File: config.mk
export PLATFORM = sky130hd
export DESIGN_NAME = solenoid_valve_pwm_driver_core
export DESIGN_NICKNAME = d
export VERILOG_FILES = /design/src/hw/rtl/svpd_pkg.sv /design/src/hw/rtl/svpd_div.sv /design/src/hw/rtl/svpd_ctrl.sv /design/src/hw/rtl/solenoid_valve_pwm_driver_core.sv
export SDC_FILE = /design/constraint.sdc
export NUM_CORES = 1
export LEC_CHECK = 0
export BUFFER_PORTS_ARGS = -buffer_cell sky130_fd_sc_hd__clkbuf_2
export CAP_MARGIN = 20
export CORE_MARGIN = 2
export CORE_UTILIZATION = 55
export CTS_BUF_LIST = sky130_fd_sc_hd__clkbuf_16
export DETAILED_ROUTE_END_ITERATION = 8
export PLACE_DENSITY = 0.8
export SLEW_MARGIN = 0
export SYNTH_ARGS = -nofsm -noshare
export SYNTH_HDL_FRONTEND = slang
export SYNTH_SLANG_ARGS = --single-unit
File: constraint.sdc
create_clock -name clk -period 15.7 [get_ports clk]
set_input_delay 4.71 -clock clk [delete_from_list [all_inputs] [get_ports clk]]
set_output_delay 4.71 -clock clk [all_outputs]
set_load 0.05 [all_outputs]
File: src/hw/rtl/svpd_pkg.sv
// Shared types, constants and codes for the solenoid valve PWM driver.
package svpd_pkg;

  localparam int COUNTER_BITS_DEF = 32;
  localparam int DELAY_W          = 16;
  localparam int OFF_W            = 5;
  localparam int LEVEL_W          = 7;
  localparam int PROD_W           = OFF_W + DELAY_W;
  localparam int CFG_IDX_W        = 2;
  localparam int CFG_DATA_W       = DELAY_W;

  localparam logic [LEVEL_W-1:0] FULL_PERCENT    = 7'd100;
  localparam logic [7:0]         RECIP_FIVE      = 8'd205;
  localparam int                 RECIP_SHIFT     = 10;
  localparam logic [DELAY_W-1:0] OPEN_DELAY_RST  = 16'd30;
  localparam logic [DELAY_W-1:0] CLOSE_DELAY_RST = 16'd10;
  localparam logic [DELAY_W-1:0] TIME_MAX        = 16'hFFFF;

  localparam logic [CFG_IDX_W-1:0] CFG_OPEN_DELAY  = 2'd0;
  localparam logic [CFG_IDX_W-1:0] CFG_CLOSE_DELAY = 2'd1;
  localparam logic [CFG_IDX_W-1:0] CFG_INVERTED    = 2'd2;

  typedef enum logic [1:0] {
    CMD_TICK  = 2'd0,
    CMD_OPEN  = 2'd1,
    CMD_CLOSE = 2'd2,
    CMD_FULL  = 2'd3
  } cmd_t;

  typedef enum logic [1:0] {
    PEND_NONE    = 2'd0,
    PEND_RELEASE = 2'd1,
    PEND_COIL_ON = 2'd2
  } pend_t;

  typedef enum logic [1:0] {
    ST_IDLE  = 2'd0,
    ST_MOD   = 2'd1,
    ST_RATIO = 2'd2
  } state_t;

  typedef struct packed {
    cmd_t       command;
    logic [7:0] percent;
  } in_req_t;

  typedef struct packed {
    logic               coil_drive;
    logic [LEVEL_W-1:0] open_level;
    logic               busy_res;
    logic               rejected;
  } out_res_t;

  typedef struct packed {
    logic [DELAY_W-1:0] open_delay_ms;
    logic [DELAY_W-1:0] close_delay_ms;
    logic               inverted_logic;
  } cfg_regs_t;

endpackage

File: src/hw/rtl/svpd_div.sv
// Restoring serial divider: one quotient bit per cycle, 16-bit divisor.
module svpd_div
  import svpd_pkg::*;
#(
  parameter int DIV_W = PROD_W
) (
  input  logic               clk,
  input  logic               rst_n,
  input  logic               start,
  input  logic [DIV_W-1:0]   dividend,
  input  logic [DELAY_W-1:0] divisor,
  output logic               done,
  output logic [DIV_W-1:0]   quotient,
  output logic [DELAY_W-1:0] remainder
);

  localparam int CNT_W = $clog2(DIV_W + 1);

  logic               busy_r, busy_nxt;
  logic               done_r, done_nxt;
  logic [CNT_W-1:0]   cnt_r, cnt_nxt;
  logic [DIV_W-1:0]   q_r, q_nxt;
  logic [DELAY_W-1:0] rem_r, rem_nxt;
  logic [DELAY_W-1:0] dsor_r, dsor_nxt;
  logic [DELAY_W:0]   shifted;
  logic [DELAY_W+1:0] trial;

  always_comb begin
    busy_nxt = busy_r;
    done_nxt = 1'b0;
    cnt_nxt  = cnt_r;
    q_nxt    = q_r;
    rem_nxt  = rem_r;
    dsor_nxt = dsor_r;
    shifted  = {rem_r, q_r[DIV_W-1]};
    trial    = {1'b0, shifted} - {2'b00, dsor_r};
    if (start) begin
      busy_nxt = 1'b1;
      cnt_nxt  = CNT_W'(DIV_W);
      q_nxt    = dividend;
      rem_nxt  = '0;
      dsor_nxt = divisor;
    end else if (busy_r) begin
      // The partial remainder stays below the divisor, so its shift fits.
      if (!trial[DELAY_W+1]) begin
        rem_nxt = trial[DELAY_W-1:0];
        q_nxt   = {q_r[DIV_W-2:0], 1'b1};
      end else begin
        rem_nxt = shifted[DELAY_W-1:0];
        q_nxt   = {q_r[DIV_W-2:0], 1'b0};
      end
      cnt_nxt = cnt_r - CNT_W'(1);
      if (cnt_r == CNT_W'(1)) begin
        busy_nxt = 1'b0;
        done_nxt = 1'b1;
      end
    end
  end

  always_ff @(posedge clk) begin
    if (!rst_n) begin
      busy_r <= 1'b0;
      done_r <= 1'b0;
      cnt_r  <= '0;
    end else begin
      busy_r <= busy_nxt;
      done_r <= done_nxt;
      cnt_r  <= cnt_nxt;
    end
    q_r    <= q_nxt;
    rem_r  <= rem_nxt;
    dsor_r <= dsor_nxt;
  end

  assign done      = done_r;
  assign quotient  = q_r;
  assign remainder = rem_r;

endmodule

File: src/hw/rtl/svpd_ctrl.sv
// Sequencer and valve state: holds, pending actions, PWM switching, result register.
module svpd_ctrl
  import svpd_pkg::*;
#(
  parameter int COUNTER_BITS = COUNTER_BITS_DEF,
  parameter int DIV_W        = PROD_W
) (
  input  logic               clk,
  input  logic               rst_n,
  input  cfg_regs_t          cfg,
  input  logic               in_valid,
  output logic               in_stall,
  input  in_req_t            in_data,
  output logic               out_valid,
  input  logic               out_stall,
  output out_res_t           out_data,
  output logic               div_start,
  output logic [DIV_W-1:0]   div_dividend,
  output logic [DELAY_W-1:0] div_divisor,
  input  logic               div_done,
  input  logic [DIV_W-1:0]   div_quot,
  input  logic [DELAY_W-1:0] div_rem
);

  state_t                  state_r, state_nxt;
  logic [COUNTER_BITS-1:0] ms_r, ms_nxt, ms_inc;
  logic                    coil_r, coil_nxt;
  logic [LEVEL_W-1:0]      level_r, level_nxt;
  logic [DELAY_W-1:0]      on_r, on_nxt;
  logic [OFF_W-1:0]        off_r, off_nxt;
  logic [DELAY_W-1:0]      cyc_r, cyc_nxt;
  logic [DELAY_W-1:0]      hold_r, hold_nxt;
  pend_t                   pend_r, pend_nxt;
  logic [LEVEL_W-1:0]      p_r, p_nxt;
  logic                    outv_r, outv_nxt;
  out_res_t                out_r, out_nxt;

  logic                    accept;
  logic                    finish;
  logic                    rej;
  logic [LEVEL_W-1:0]      pct_clamped;
  logic [LEVEL_W-1:0]      pct_gap;
  logic [14:0]             gap_scaled;
  logic [OFF_W-1:0]        off_calc;
  logic [PROD_W-1:0]       ratio_num;
  logic [DELAY_W-1:0]      close_den;
  logic [DELAY_W-1:0]      on_sat;
  logic [DELAY_W:0]        cyc_sum;

  assign in_stall = !rst_n || !((state_r == ST_IDLE) && (!outv_r || !out_stall));
  assign accept   = in_valid && !in_stall;
  assign ms_inc   = ms_r + COUNTER_BITS'(1);

  // Off time is (100 - p) / 5, taken as a multiply by 205 and a shift of ten;
  // this is exact for every gap up to 100.
  assign pct_clamped = (in_data.percent > {1'b0, FULL_PERCENT}) ?
                       FULL_PERCENT : in_data.percent[LEVEL_W-1:0];
  assign pct_gap     = FULL_PERCENT - pct_clamped;
  assign gap_scaled  = 15'(pct_gap) * 15'(RECIP_FIVE);
  assign off_calc    = gap_scaled[RECIP_SHIFT +: OFF_W];
  assign ratio_num   = PROD_W'(off_calc) * PROD_W'(cfg.open_delay_ms);
  assign close_den   = (cfg.close_delay_ms == '0) ? DELAY_W'(1) : cfg.close_delay_ms;

  assign on_sat  = (p_r == FULL_PERCENT) ? DELAY_W'(FULL_PERCENT) :
                   (|div_quot[DIV_W-1:DELAY_W]) ? TIME_MAX : div_quot[DELAY_W-1:0];
  assign cyc_sum = {1'b0, on_sat} + (DELAY_W + 1)'(off_r);

  always_comb begin
    state_nxt    = state_r;
    ms_nxt       = ms_r;
    coil_nxt     = coil_r;
    level_nxt    = level_r;
    on_nxt       = on_r;
    off_nxt      = off_r;
    cyc_nxt      = cyc_r;
    hold_nxt     = hold_r;
    pend_nxt     = pend_r;
    p_nxt        = p_r;
    outv_nxt     = outv_r && out_stall;
    out_nxt      = out_r;
    div_start    = 1'b0;
    div_dividend = DIV_W'(ratio_num);
    div_divisor  = close_den;
    finish       = 1'b0;
    rej          = 1'b0;

    unique case (state_r)
      ST_IDLE: begin
        if (accept) begin
          unique case (in_data.command)
            CMD_TICK: begin
              ms_nxt = ms_inc;
              if (hold_r != '0) begin
                hold_nxt = hold_r - DELAY_W'(1);
                finish   = 1'b1;
                if (hold_r == DELAY_W'(1)) begin
                  pend_nxt = PEND_NONE;
                  if (pend_r == PEND_RELEASE) begin
                    level_nxt = '0;
                    coil_nxt  = 1'b0;
                    hold_nxt  = cfg.close_delay_ms;
                  end else if (pend_r == PEND_COIL_ON) begin
                    coil_nxt = 1'b1;
                  end
                end
              end else if ((level_r != '0) && (cyc_r != '0)) begin
                div_start    = 1'b1;
                div_dividend = DIV_W'(ms_inc);
                div_divisor  = cyc_r;
                state_nxt    = ST_MOD;
              end else begin
                // A zero cycle keeps the coil on while the valve is open.
                if (level_r != '0) begin
                  coil_nxt = 1'b1;
                end
                finish = 1'b1;
              end
            end
            CMD_OPEN: begin
              if (hold_r != '0) begin
                rej    = 1'b1;
                finish = 1'b1;
              end else begin
                p_nxt     = pct_clamped;
                off_nxt   = off_calc;
                div_start = 1'b1;
                state_nxt = ST_RATIO;
              end
            end
            CMD_CLOSE: begin
              finish = 1'b1;
              if (hold_r != '0) begin
                rej = 1'b1;
              end else begin
                level_nxt = '0;
                coil_nxt  = 1'b0;
                hold_nxt  = cfg.close_delay_ms;
                pend_nxt  = PEND_NONE;
              end
            end
            CMD_FULL: begin
              finish = 1'b1;
              if (hold_r != '0) begin
                rej = 1'b1;
              end else begin
                level_nxt = '0;
                hold_nxt  = cfg.close_delay_ms;
                if (cfg.close_delay_ms == '0) begin
                  coil_nxt = 1'b1;
                  pend_nxt = PEND_NONE;
                end else begin
                  coil_nxt = 1'b0;
                  pend_nxt = PEND_COIL_ON;
                end
              end
            end
            default: ;
          endcase
        end
      end
      ST_MOD: begin
        if (div_done) begin
          if (coil_r && (div_rem >= on_r)) begin
            coil_nxt = 1'b0;
          end else if (!coil_r && (div_rem <= on_r)) begin
            coil_nxt = 1'b1;
          end
          finish    = 1'b1;
          state_nxt = ST_IDLE;
        end
      end
      ST_RATIO: begin
        if (div_done) begin
          on_nxt  = on_sat;
          cyc_nxt = cyc_sum[DELAY_W] ? TIME_MAX : cyc_sum[DELAY_W-1:0];
          if (level_r == '0) begin
            // Opening from closed: pull-in hold, then release if p is zero.
            coil_nxt  = 1'b1;
            level_nxt = p_r;
            hold_nxt  = cfg.open_delay_ms;
            pend_nxt  = (p_r == '0) ? PEND_RELEASE : PEND_NONE;
            if (cfg.open_delay_ms == '0) begin
              pend_nxt = PEND_NONE;
              if (p_r == '0) begin
                level_nxt = '0;
                coil_nxt  = 1'b0;
                hold_nxt  = cfg.close_delay_ms;
              end
            end
          end else if (p_r == '0) begin
            level_nxt = '0;
            coil_nxt  = 1'b0;
            hold_nxt  = cfg.close_delay_ms;
            pend_nxt  = PEND_NONE;
          end else begin
            level_nxt = p_r;
          end
          finish    = 1'b1;
          state_nxt = ST_IDLE;
        end
      end
      default: state_nxt = ST_IDLE;
    endcase

    if (finish) begin
      outv_nxt           = 1'b1;
      out_nxt.coil_drive = coil_nxt ^ cfg.inverted_logic;
      out_nxt.open_level = level_nxt;
      out_nxt.busy_res   = (hold_nxt != '0);
      out_nxt.rejected   = rej;
    end
  end

  always_ff @(posedge clk) begin
    if (!rst_n) begin
      state_r <= ST_IDLE;
      ms_r    <= '0;
      coil_r  <= 1'b0;
      level_r <= '0;
      on_r    <= '0;
      off_r   <= '0;
      cyc_r   <= '0;
      hold_r  <= '0;
      pend_r  <= PEND_NONE;
      outv_r  <= 1'b0;
    end else begin
      state_r <= state_nxt;
      ms_r    <= ms_nxt;
      coil_r  <= coil_nxt;
      level_r <= level_nxt;
      on_r    <= on_nxt;
      off_r   <= off_nxt;
      cyc_r   <= cyc_nxt;
      hold_r  <= hold_nxt;
      pend_r  <= pend_nxt;
      outv_r  <= outv_nxt;
    end
    p_r   <= p_nxt;
    out_r <= out_nxt;
  end

  assign out_valid = outv_r;
  assign out_data  = out_r;

endmodule

File: src/hw/rtl/solenoid_valve_pwm_driver_core.sv
// Top level of the solenoid valve PWM driver: configuration registers and unit wiring.
//
// This block drives a solenoid valve coil with a slow PWM. Each request is
// either a one-millisecond tick or a command (open with a percentage, close,
// or full open), and every request returns exactly one result carrying the
// coil level after polarity, the held opening percentage, a busy flag for a
// running pull-in or release hold, and a flag that says the command was
// ignored because a hold was running. All division goes through one shared
// restoring divider that retires one quotient bit per cycle. A tick that
// must place the millisecond count inside the PWM cycle therefore waits for
// the divider to finish, where the divider width DIV_W is the larger of
// COUNTER_BITS and 21; an open command waits for it too, as it divides the
// off time scaled by the pull-in time by the release time. Ticks during a
// hold, ticks while closed, close, full open and rejected commands finish
// without the divider. The block takes one request at a time and stalls
// its input while in reset and until the current one is finished and the
// result register is free.
// Configuration registers are to be written through the cfg port only while
// the block is idle, which the block itself does not enforce; writes to an
// unused index are ignored. A zero PWM cycle, which arises for openings of
// 96 to 99 percent, keeps the coil on.
module solenoid_valve_pwm_driver_core
  import svpd_pkg::*;
#(
  parameter int COUNTER_BITS = COUNTER_BITS_DEF
) (
  input  logic                  clk,
  input  logic                  rst_n,
  input  logic                  cfg_we,
  input  logic [CFG_IDX_W-1:0]  cfg_index,
  input  logic [CFG_DATA_W-1:0] cfg_wdata,
  input  logic                  in_valid,
  output logic                  in_stall,
  input  in_req_t               in_data,
  output logic                  out_valid,
  input  logic                  out_stall,
  output out_res_t              out_data
);

  // The divider must hold either the millisecond count or the ratio numerator.
  localparam int DIV_W = (COUNTER_BITS > PROD_W) ? COUNTER_BITS : PROD_W;

  cfg_regs_t          cfg_r, cfg_nxt;
  logic               div_start;
  logic [DIV_W-1:0]   div_dividend;
  logic [DELAY_W-1:0] div_divisor;
  logic               div_done;
  logic [DIV_W-1:0]   div_quot;
  logic [DELAY_W-1:0] div_rem;

  // Register write decode.
  always_comb begin
    cfg_nxt = cfg_r;
    if (cfg_we) begin
      unique case (cfg_index)
        CFG_OPEN_DELAY:  cfg_nxt.open_delay_ms  = cfg_wdata;
        CFG_CLOSE_DELAY: cfg_nxt.close_delay_ms = cfg_wdata;
        CFG_INVERTED:    cfg_nxt.inverted_logic = cfg_wdata[0];
        default: ;
      endcase
    end
  end

  always_ff @(posedge clk) begin
    if (!rst_n) begin
      cfg_r.open_delay_ms  <= OPEN_DELAY_RST;
      cfg_r.close_delay_ms <= CLOSE_DELAY_RST;
      cfg_r.inverted_logic <= 1'b0;
    end else begin
      cfg_r <= cfg_nxt;
    end
  end

  svpd_ctrl #(
    .COUNTER_BITS (COUNTER_BITS),
    .DIV_W        (DIV_W)
  ) u_ctrl (
    .clk          (clk),
    .rst_n        (rst_n),
    .cfg          (cfg_r),
    .in_valid     (in_valid),
    .in_stall     (in_stall),
    .in_data      (in_data),
    .out_valid    (out_valid),
    .out_stall    (out_stall),
    .out_data     (out_data),
    .div_start    (div_start),
    .div_dividend (div_dividend),
    .div_divisor  (div_divisor),
    .div_done     (div_done),
    .div_quot     (div_quot),
    .div_rem      (div_rem)
  );

  svpd_div #(
    .DIV_W (DIV_W)
  ) u_div (
    .clk       (clk),
    .rst_n     (rst_n),
    .start     (div_start),
    .dividend  (div_dividend),
    .divisor   (div_divisor),
    .done      (div_done),
    .quotient  (div_quot),
    .remainder (div_rem)
  );

endmodule
==> results of run 1 <==
-- layout make-up --
class | instances | area share
Multi-Input combinational cell | 1475 | 0.575
Sequential cell | 220 | 0.293
Clock buffer | 27 | 0.0391
Tap cell | 384 | 0.0278
Inverter | 151 | 0.0328
Clock inverter | 19 | 0.0106
Timing Repair Buffer | 65 | 0.0219
-- kinds of logic (layout without fill, tap and decap cells) --
| logic type | after synthesis | after routing | synth area share |
|---|---|---|---|
| compound gates | 438 | 438 | 0.174 |
| xor+xnor | 101 | 101 | 0.0556 |
| fa+ha+maj | 160 | 160 | 0.150 |
| buf+inv | 247 | 262 | 0.0594 |
| flops | 220 | 220 | 0.318 |
| mux | 24 | 24 | 0.0153 |
| simple gates | 752 | 752 | 0.228 |
-- power groups by stage --
stage / logic [mW] / clock network [mW] / registers, mW
final: 1.38 / 0.608 / 0.737
after global routing: 1.54 / 0.634 / 0.745
after CTS: 1.36 / 0.614 / 0.734
after detailed placement: 1.35 / 0 / 0.746
after global placement: 1.30 / 0 / 0.743
after floorplan: 1.02 / 0 / 0.732
-- Yosys cell counts (all sizes together) (10+ instances only) --
library cell	count	area, um2
nor4	32	213
nand3	41	205
nor2b	12	75.1
mux2i	21	210
and2	86	538
nor3	39	195
inv	150	563
dfxtp	155	3100
nand4	21	131
nand2	250	938
o211ai	20	150
nand2b	16	100
o221ai	10	87.6
a21oi	138	691
and3	18	113
clkbuf	87	327
a22o	13	114
ha	108	1350
a211oi	13	97.6
xor2	47	412
or2	10	62.6
o21ai	121	617
edfxtp	65	1950
xnor2	54	473
fa	52	1040
a21o	14	105
or3	19	119
a31oi	15	93.8
nor2	175	657
-- state kept, by name, summed over array words and instances, names as in the netlist, 10 cells and up --
signal and cells:
u_ctrl.cyc_r 16, u_ctrl.ms_r 32, cfg_r 33, u_ctrl.on_r 16
u_div.dsor_r 16, u_div.quotient 32, u_ctrl.out_data 10, u_div.remainder 16
u_ctrl.hold_r 16
-- worst register-to-register path: stages (launching register included) --
cell	delay, ps
dfxtp_1	530
nand2_1	140
fa_1	540
fa_1	520
fa_1	550
inv_1	50
ha_1	340
a211oi_1	380
o21ai_0	210
a41oi_1	470
o211ai_1	160
a31o_2	260
a21o_1	170
a21oi_1	160
xor2_1	160
o31ai_1	70
-- stage by stage --
| step | power (mW) | worst slack, ps | hold WS (ps) |
|---|---|---|---|
| floorplan | 1.75 | 1800 | 432 |
| global placement | 2.05 | 752 | 441 |
| detailed placement | 2.10 | 497 | 446 |
| CTS | 2.71 | 1040 | 454 |
| global route | 2.92 | 744 | 463 |
| finish | 2.73 | 1460 | 452 |
-- per-layer routing --
layer,track usage,wire length (um),vias to the layer above
met2,0.448,19400,571
met4,0.130,1970,0
met1,0.381,18600,6778
li1,-,-,6773
met5,0,0,-
met3,0.0359,2810,130
-- how the worst max path moves through the flow --
| stage | start | endpoint | slack [ps] | cells past startpoint |
|---|---|---|---|---|
| floorplan | in_data[3] | u_div.quotient[20]$_DFFE_PP_ | 1800 | 40 |
| global placement | in_data[3] | u_div.quotient[20]$_DFFE_PP_ | 750 | 39 |
| detailed placement | in_data[3] | u_div.quotient[20]$_DFFE_PP_ | 500 | 39 |
| CTS | in_data[3] | u_div.quotient[20]$_DFFE_PP_ | 1040 | 39 |
| global route | in_data[3] | u_div.quotient[20]$_DFFE_PP_ | 740 | 42 |
| finish | in_data[3] | u_div.quotient[20]$_DFFE_PP_ | 1460 | 40 |
==> flow_summary.json, run 1 <==
{
  "num-fill-cells": 2455,
  "fin_crit_sh": 0.907,
  "cts_tree": "built",
  "critical_path_arrival_ps": 14540,
  "hold_end": "u_ctrl.on_r[13]$_SDFFE_PN0P_",
  "max_cap_viol_count": 0,
  "p_comb_frac": 0.507,
  "grt_pass1_wl_um": 70000,
  "hold_violations": 0,
  "dieArea_um2": 30300,
  "port_buffers": 44,
  "syn_inst": 1942,
  "regArea_um2": 5050,
  "r2r_cells": 15,
  "worstSetupStartpointType": "input port",
  "irDropWorstVdd_uv": 181,
  "rsz0062_at_grt": "no",
  "p_sw_mw": 1.16,
  "synth_area_um2": 15900,
  "required_ps": 16000,
  "routedWlPerCell_um": 18.3,
  "r2r_start": "cfg_r[17]$_SDFFE_PN0P_",
  "report.final.setup_viol": 0,
  "ys_ff_latch": 220,
  "drc": 0,
  "powerDensity_nw_per_um2": 158,
  "cts_setup_buffers": 0,
  "yosysUniqueCellTypes": 77,
  "layout.cells.non_filler": 2341,
  "rrSetupSlack_ps": 10770,
  "post-route-min-period_ps": 14240,
  "min-delay-start": "u_ctrl.on_r[13]$_SDFFE_PN0P_",
  "fin_util": 0.603,
  "slowest_stage": "fa_1",
  "drt_wl_total_um": 42800,
  "synth-seq-area-share": 0.318,
  "max_freq_ghz": 0.0702,
  "worstMarginPinSlew_ps": 1110,
  "final_common_cell": "nand2_1",
  "grt_use_total": 0.281,
  "clock_latency_ps": 550,
  "place_area_um2": 16400,
  "num_io_pins": 45,
  "slew_headroom": 0.260,
  "cts_resized": 0,
  "switching_share": 0.426,
  "fin_area_um2": 17300,
  "ant_nets": 0,
  "area_delta_synth_final_pct": 8.45,
  "synth_edf_count": 65,
  "seq_power_share": 0.270,
  "clockPowerShare": 0.223,
  "hold_class": "reg -> reg",
  "status": "finished, final reports clean",
  "grt_max_degree": 75,
  "initial_utilization": 0.556,
  "finClkSkew_ps": 36.4,
  "clock-sinks": 220,
  "htree_levels": 1,
  "final_cell_mix": "nand2_1, nor2_1, dfxtp_1",
  "critical-path-top-delay-family": "adder cells",
  "ctsHoldBuffers": 0,
  "dp_hpwl_um": 31900,
  "fp.dieH_um": 174,
  "avgSynthCellArea_um2": 8.20,
  "nets": 2131,
  "core_area_um2": 28600,
  "num_antenna_cells": 0,
  "drv_slew": 0,
  "overflow": 0,
  "place_inst": 2294,
  "crit_path_max_fanout": 6,
  "min_path_cells": 2,
  "path_clk_slew_ps": 60,
  "clk_path_buf_depth": 3,
  "cp_slowest_stage_delay_ps": 550,
  "yosys_warnings": 0,
  "viasPerCell": 6.09,
  "synth_nets": 2135,
  "cp_num_buf_inv": 6,
  "tns_ps": 0,
  "setup.worst_path.end_class": "flop",
  "die_x_um": 174,
  "gp_congestion": 0.952,
  "grt_pass1_vias": 13600,
  "drtIter0Drc": 1510,
  "cts_root_buf": "clkbuf_16",
  "antenna_found_initial": 0,
  "p_leak_nw": 7.27,
  "p_int_mw": 1.57,
  "multiInputGateArea_um2": 9920,
  "dominantRegCellSynth": "dfxtp_1",
  "numCtsBuffers": 25,
  "first_pass_iters": 5,
  "synthArstFlopShare": 0,
  "placementRows": 62,
  "final_layout_size_suffix_gt1_frac": 0.0690,
  "path_class": "in -> reg",
  "reg2reg_to": "u_div.quotient[20]$_DFFE_PP_",
  "vias": 14300
}
(Power assumes the default switching activity.)
==> run 2, diff against run 1 <==
--- a/config.mk
+++ b/config.mk
@@ -5,6 +5,7 @@
 export SDC_FILE = /design/constraint.sdc
 export NUM_CORES = 1
 export LEC_CHECK = 0
+export ABC_AREA = 1
 export BUFFER_PORTS_ARGS = -buffer_cell sky130_fd_sc_hd__clkbuf_2
 export CAP_MARGIN = 20
 export CORE_MARGIN = 2
==> run 2 against run 1 <==
  * Clock power is 2% lower
  * Largest cell class unchanged
  * Via count is 18% higher
  * Power is 28% higher
  * Clock skew is 20 ps lower
  * Cell area is 6.2% higher
  * Largest power group unchanged
  * Area after synthesis is 6.9% higher
  * Critical endpoint is now u_div.quotient[19]$_DFFE_PP_
  * Non-clock buffer count is 9 lower
==> flow_summary.json, run 2 <==
{
  "max_freq_ghz": 0.0801,
  "cp_slowest_stage_delay_ps": 550,
  "path_clk_slew_ps": 60,
  "drt_wl_total_um": 53100,
  "worstSetupStartpointType": "input port",
  "core_area_um2": 30500,
  "fin_area_um2": 18300,
  "yosysMostFrequentCell": "nand2_1",
  "ant_nets": 0,
  "p_leak_nw": 8.81,
  "final_cell_mix": "nand2_1, inv_1, nor2_1",
  "finClkSkew_ps": 16.5,
  "vias": 16800,
  "layout.cells.non_filler": 2861,
  "status": "finished, final reports clean",
  "synth_edf_count": 65,
  "p_sw_mw": 1.75,
  "p_int_mw": 1.75,
  "grt_pass1_vias": 16300,
  "num_antenna_cells": 0,
  "dieArea_um2": 32400,
  "post-route-min-period_ps": 12480,
  "cts_setup_buffers": 0,
  "nets": 2638,
  "synth_nets": 2630,
  "cp_num_buf_inv": 12,
  "cts_resized": 0,
  "hold_violations": 0,
  "drtIter0Drc": 1788,
  "synth-seq-area-share": 0.297,
  "p_total_mw": 3.50,
  "worstMarginPinSlew_ps": 781,
  "slew_headroom": 0.474,
  "antenna_found_initial": 0,
  "clk_path_buf_depth": 3,
  "synth.area.top_cells": "dfxtp_1, edfxtp_1, nand2_1",
  "pre_cts_slack_ps": 2760,
  "critical_path_arrival_ps": 12750,
  "critical-path-top-delay-family": "adder cells",
  "die_x_um": 180,
  "drv_slew": 0,
  "setup.worst_path.end_class": "flop",
  "largest_register": "cfg_r",
  "tns_ps": 0,
  "drc": 0,
  "syn_inst": 2437,
  "grt_pass1_wl_um": 85400,
  "place_inst": 2810,
  "numCtsBuffers": 26,
  "cts_root_buf": "clkbuf_16",
  "p_comb_frac": 0.616,
  "yosys_warnings": 0,
  "first_pass_iters": 6,
  "irDropWorstVdd_uv": 260,
  "largest_reg_flops": 33,
  "path_class": "in -> reg",
  "slowest_stage": "fa_1",
  "grt_max_degree": 82,
  "crit_path_max_fanout": 14,
  "hold_class": "reg -> reg",
  "synth_area_um2": 17000,
  "ys_ff_latch": 220,
  "gp_congestion": 1.01,
  "powerDensity_nw_per_um2": 191,
  "synth_top_area_cell": "dfxtp_1",
  "placementRows": 64,
  "initial_utilization": 0.558,
  "required_ps": 15970,
  "dominantRegCellSynth": "dfxtp_1",
  "rsz0062_at_grt": "no",
  "viasPerCell": 5.86,
  "area_delta_synth_final_pct": 7.75,
  "grt_use_total": 0.322,
  "num_io_pins": 45,
  "port_buffers": 44,
  "fp.dieH_um": 180,
  "final_layout_size_suffix_gt1_frac": 0.0698,
  "yosys-top-cells-count": "nand2_1, inv_1, nor2_1",
  "dp_hpwl_um": 40300,
  "clock-sinks": 220,
  "switching_share": 0.501,
  "final_common_cell": "nand2_1",
  "routedWlPerCell_um": 18.5,
  "synthArstFlopShare": 0,
  "htree_levels": 1,
  "place_area_um2": 17400,
  "yosysUniqueCellTypes": 54,
  "fin_ws_ps": 3220,
  "report.final.setup_viol": 0,
  "clock_latency_ps": 540,
  "avgSynthCellArea_um2": 6.98,
  "fin_crit_sh": 0.795,
  "cp_common_cell": "nand2_1",
  "ctsHoldBuffers": 0,
  "overflow": 0,
  "clockPowerShare": 0.170,
  "max_cap_viol_count": 0,
  "synth_top_cell_area_share": 0.182,
  "cts_tree": "built",
  "seq_power_share": 0.214
}
==> run 2: cell types whose count changed after synthesis, sizes merged, moves of 19 or more <==
cell    delta
and2      -83
nand3     +80
buf       +25
xnor2     -34
nand2    +277
or3       -19
clkbuf    -45
o21ai    +109
a21oi     +57
inv      +209
nor4      -29
nor2     +123
mux2i     -21
==> run 2: layer usage <==
metal	wire, um	vias to the layer above	global-route usage
li1	-	7973	-
met1	21800	7816	0.427
met2	24500	836	0.534
met3	4870	131	0.0513
met4	1910	0	0.116
met5	0	-	0
==> run 2: worst register-to-register path: stages, from the launching register on <==
cell and delay (ps):
dfxtp_1 440, inv_1 220, nor2_1 210, fa_1 440, fa_1 550, inv_1 60, fa_1 540, inv_1 50
ha_1 350, a21o_1 190, a21boi_0 150, nand2_1 130, a21oi_1 220, o21ai_0 190, nand2_1 130, nand2_1 60
nand2_1 60, nand2_1 40, nor2_1 90, o21ai_1 70
==> run 2: worst paths after layout <==
kind                               start                           end  slack, ps  cells after the start
min reg2reg  u_div.cnt_r[3]$_SDFFE_PP0P_   u_div.cnt_r[3]$_SDFFE_PP0P_        490                      2
min          u_div.cnt_r[3]$_SDFFE_PP0P_   u_div.cnt_r[3]$_SDFFE_PP0P_        490                      2
max                           in_data[2]  u_div.quotient[19]$_DFFE_PP_       3220                     49
max reg2reg       cfg_r[19]$_SDFFE_PN1P_  u_div.quotient[19]$_DFFE_PP_      11270                     19
==> run 2: cells by family (layout without fill, tap and decap cells) <==
logic type | Yosys count | in the layout | synth area share
xor+xnor | 71 | 71 | 0.0366
compound gates | 516 | 516 | 0.166
buf+inv | 437 | 465 | 0.100
fa+ha+maj | 160 | 160 | 0.141
flops | 220 | 220 | 0.297
simple gates | 1033 | 1033 | 0.259
==> run 2: cell type report <==
class,count,area (um2)
Inverter,361,1360
Clock inverter,20,143
Clock buffer,28,701
Timing Repair Buffer,56,330
Fill cell,2806,12200
Multi-Input combinational cell,1780,10300
Tap cell,396,495
Sequential cell,220,5050
==> run 2: stage by stage <==
stage                     hold slack [ps]   util
final                                 486  0.601
after global routing                  497  0.601
after CTS                             479  0.599
after global placement                464  0.572
after detailed placement              470  0.572
after floorplan                       445      -
==> run 2: power groups by stage <==
stage                     sequential, mW  clock [mW]  combinational (mW)
after detailed placement           0.756           0                2.09
after CTS                          0.745       0.595                2.11
final                              0.748       0.593                2.16
after global placement             0.755           0                2.03
after global routing               0.756       0.622                2.42
after floorplan                    0.752           0                1.60
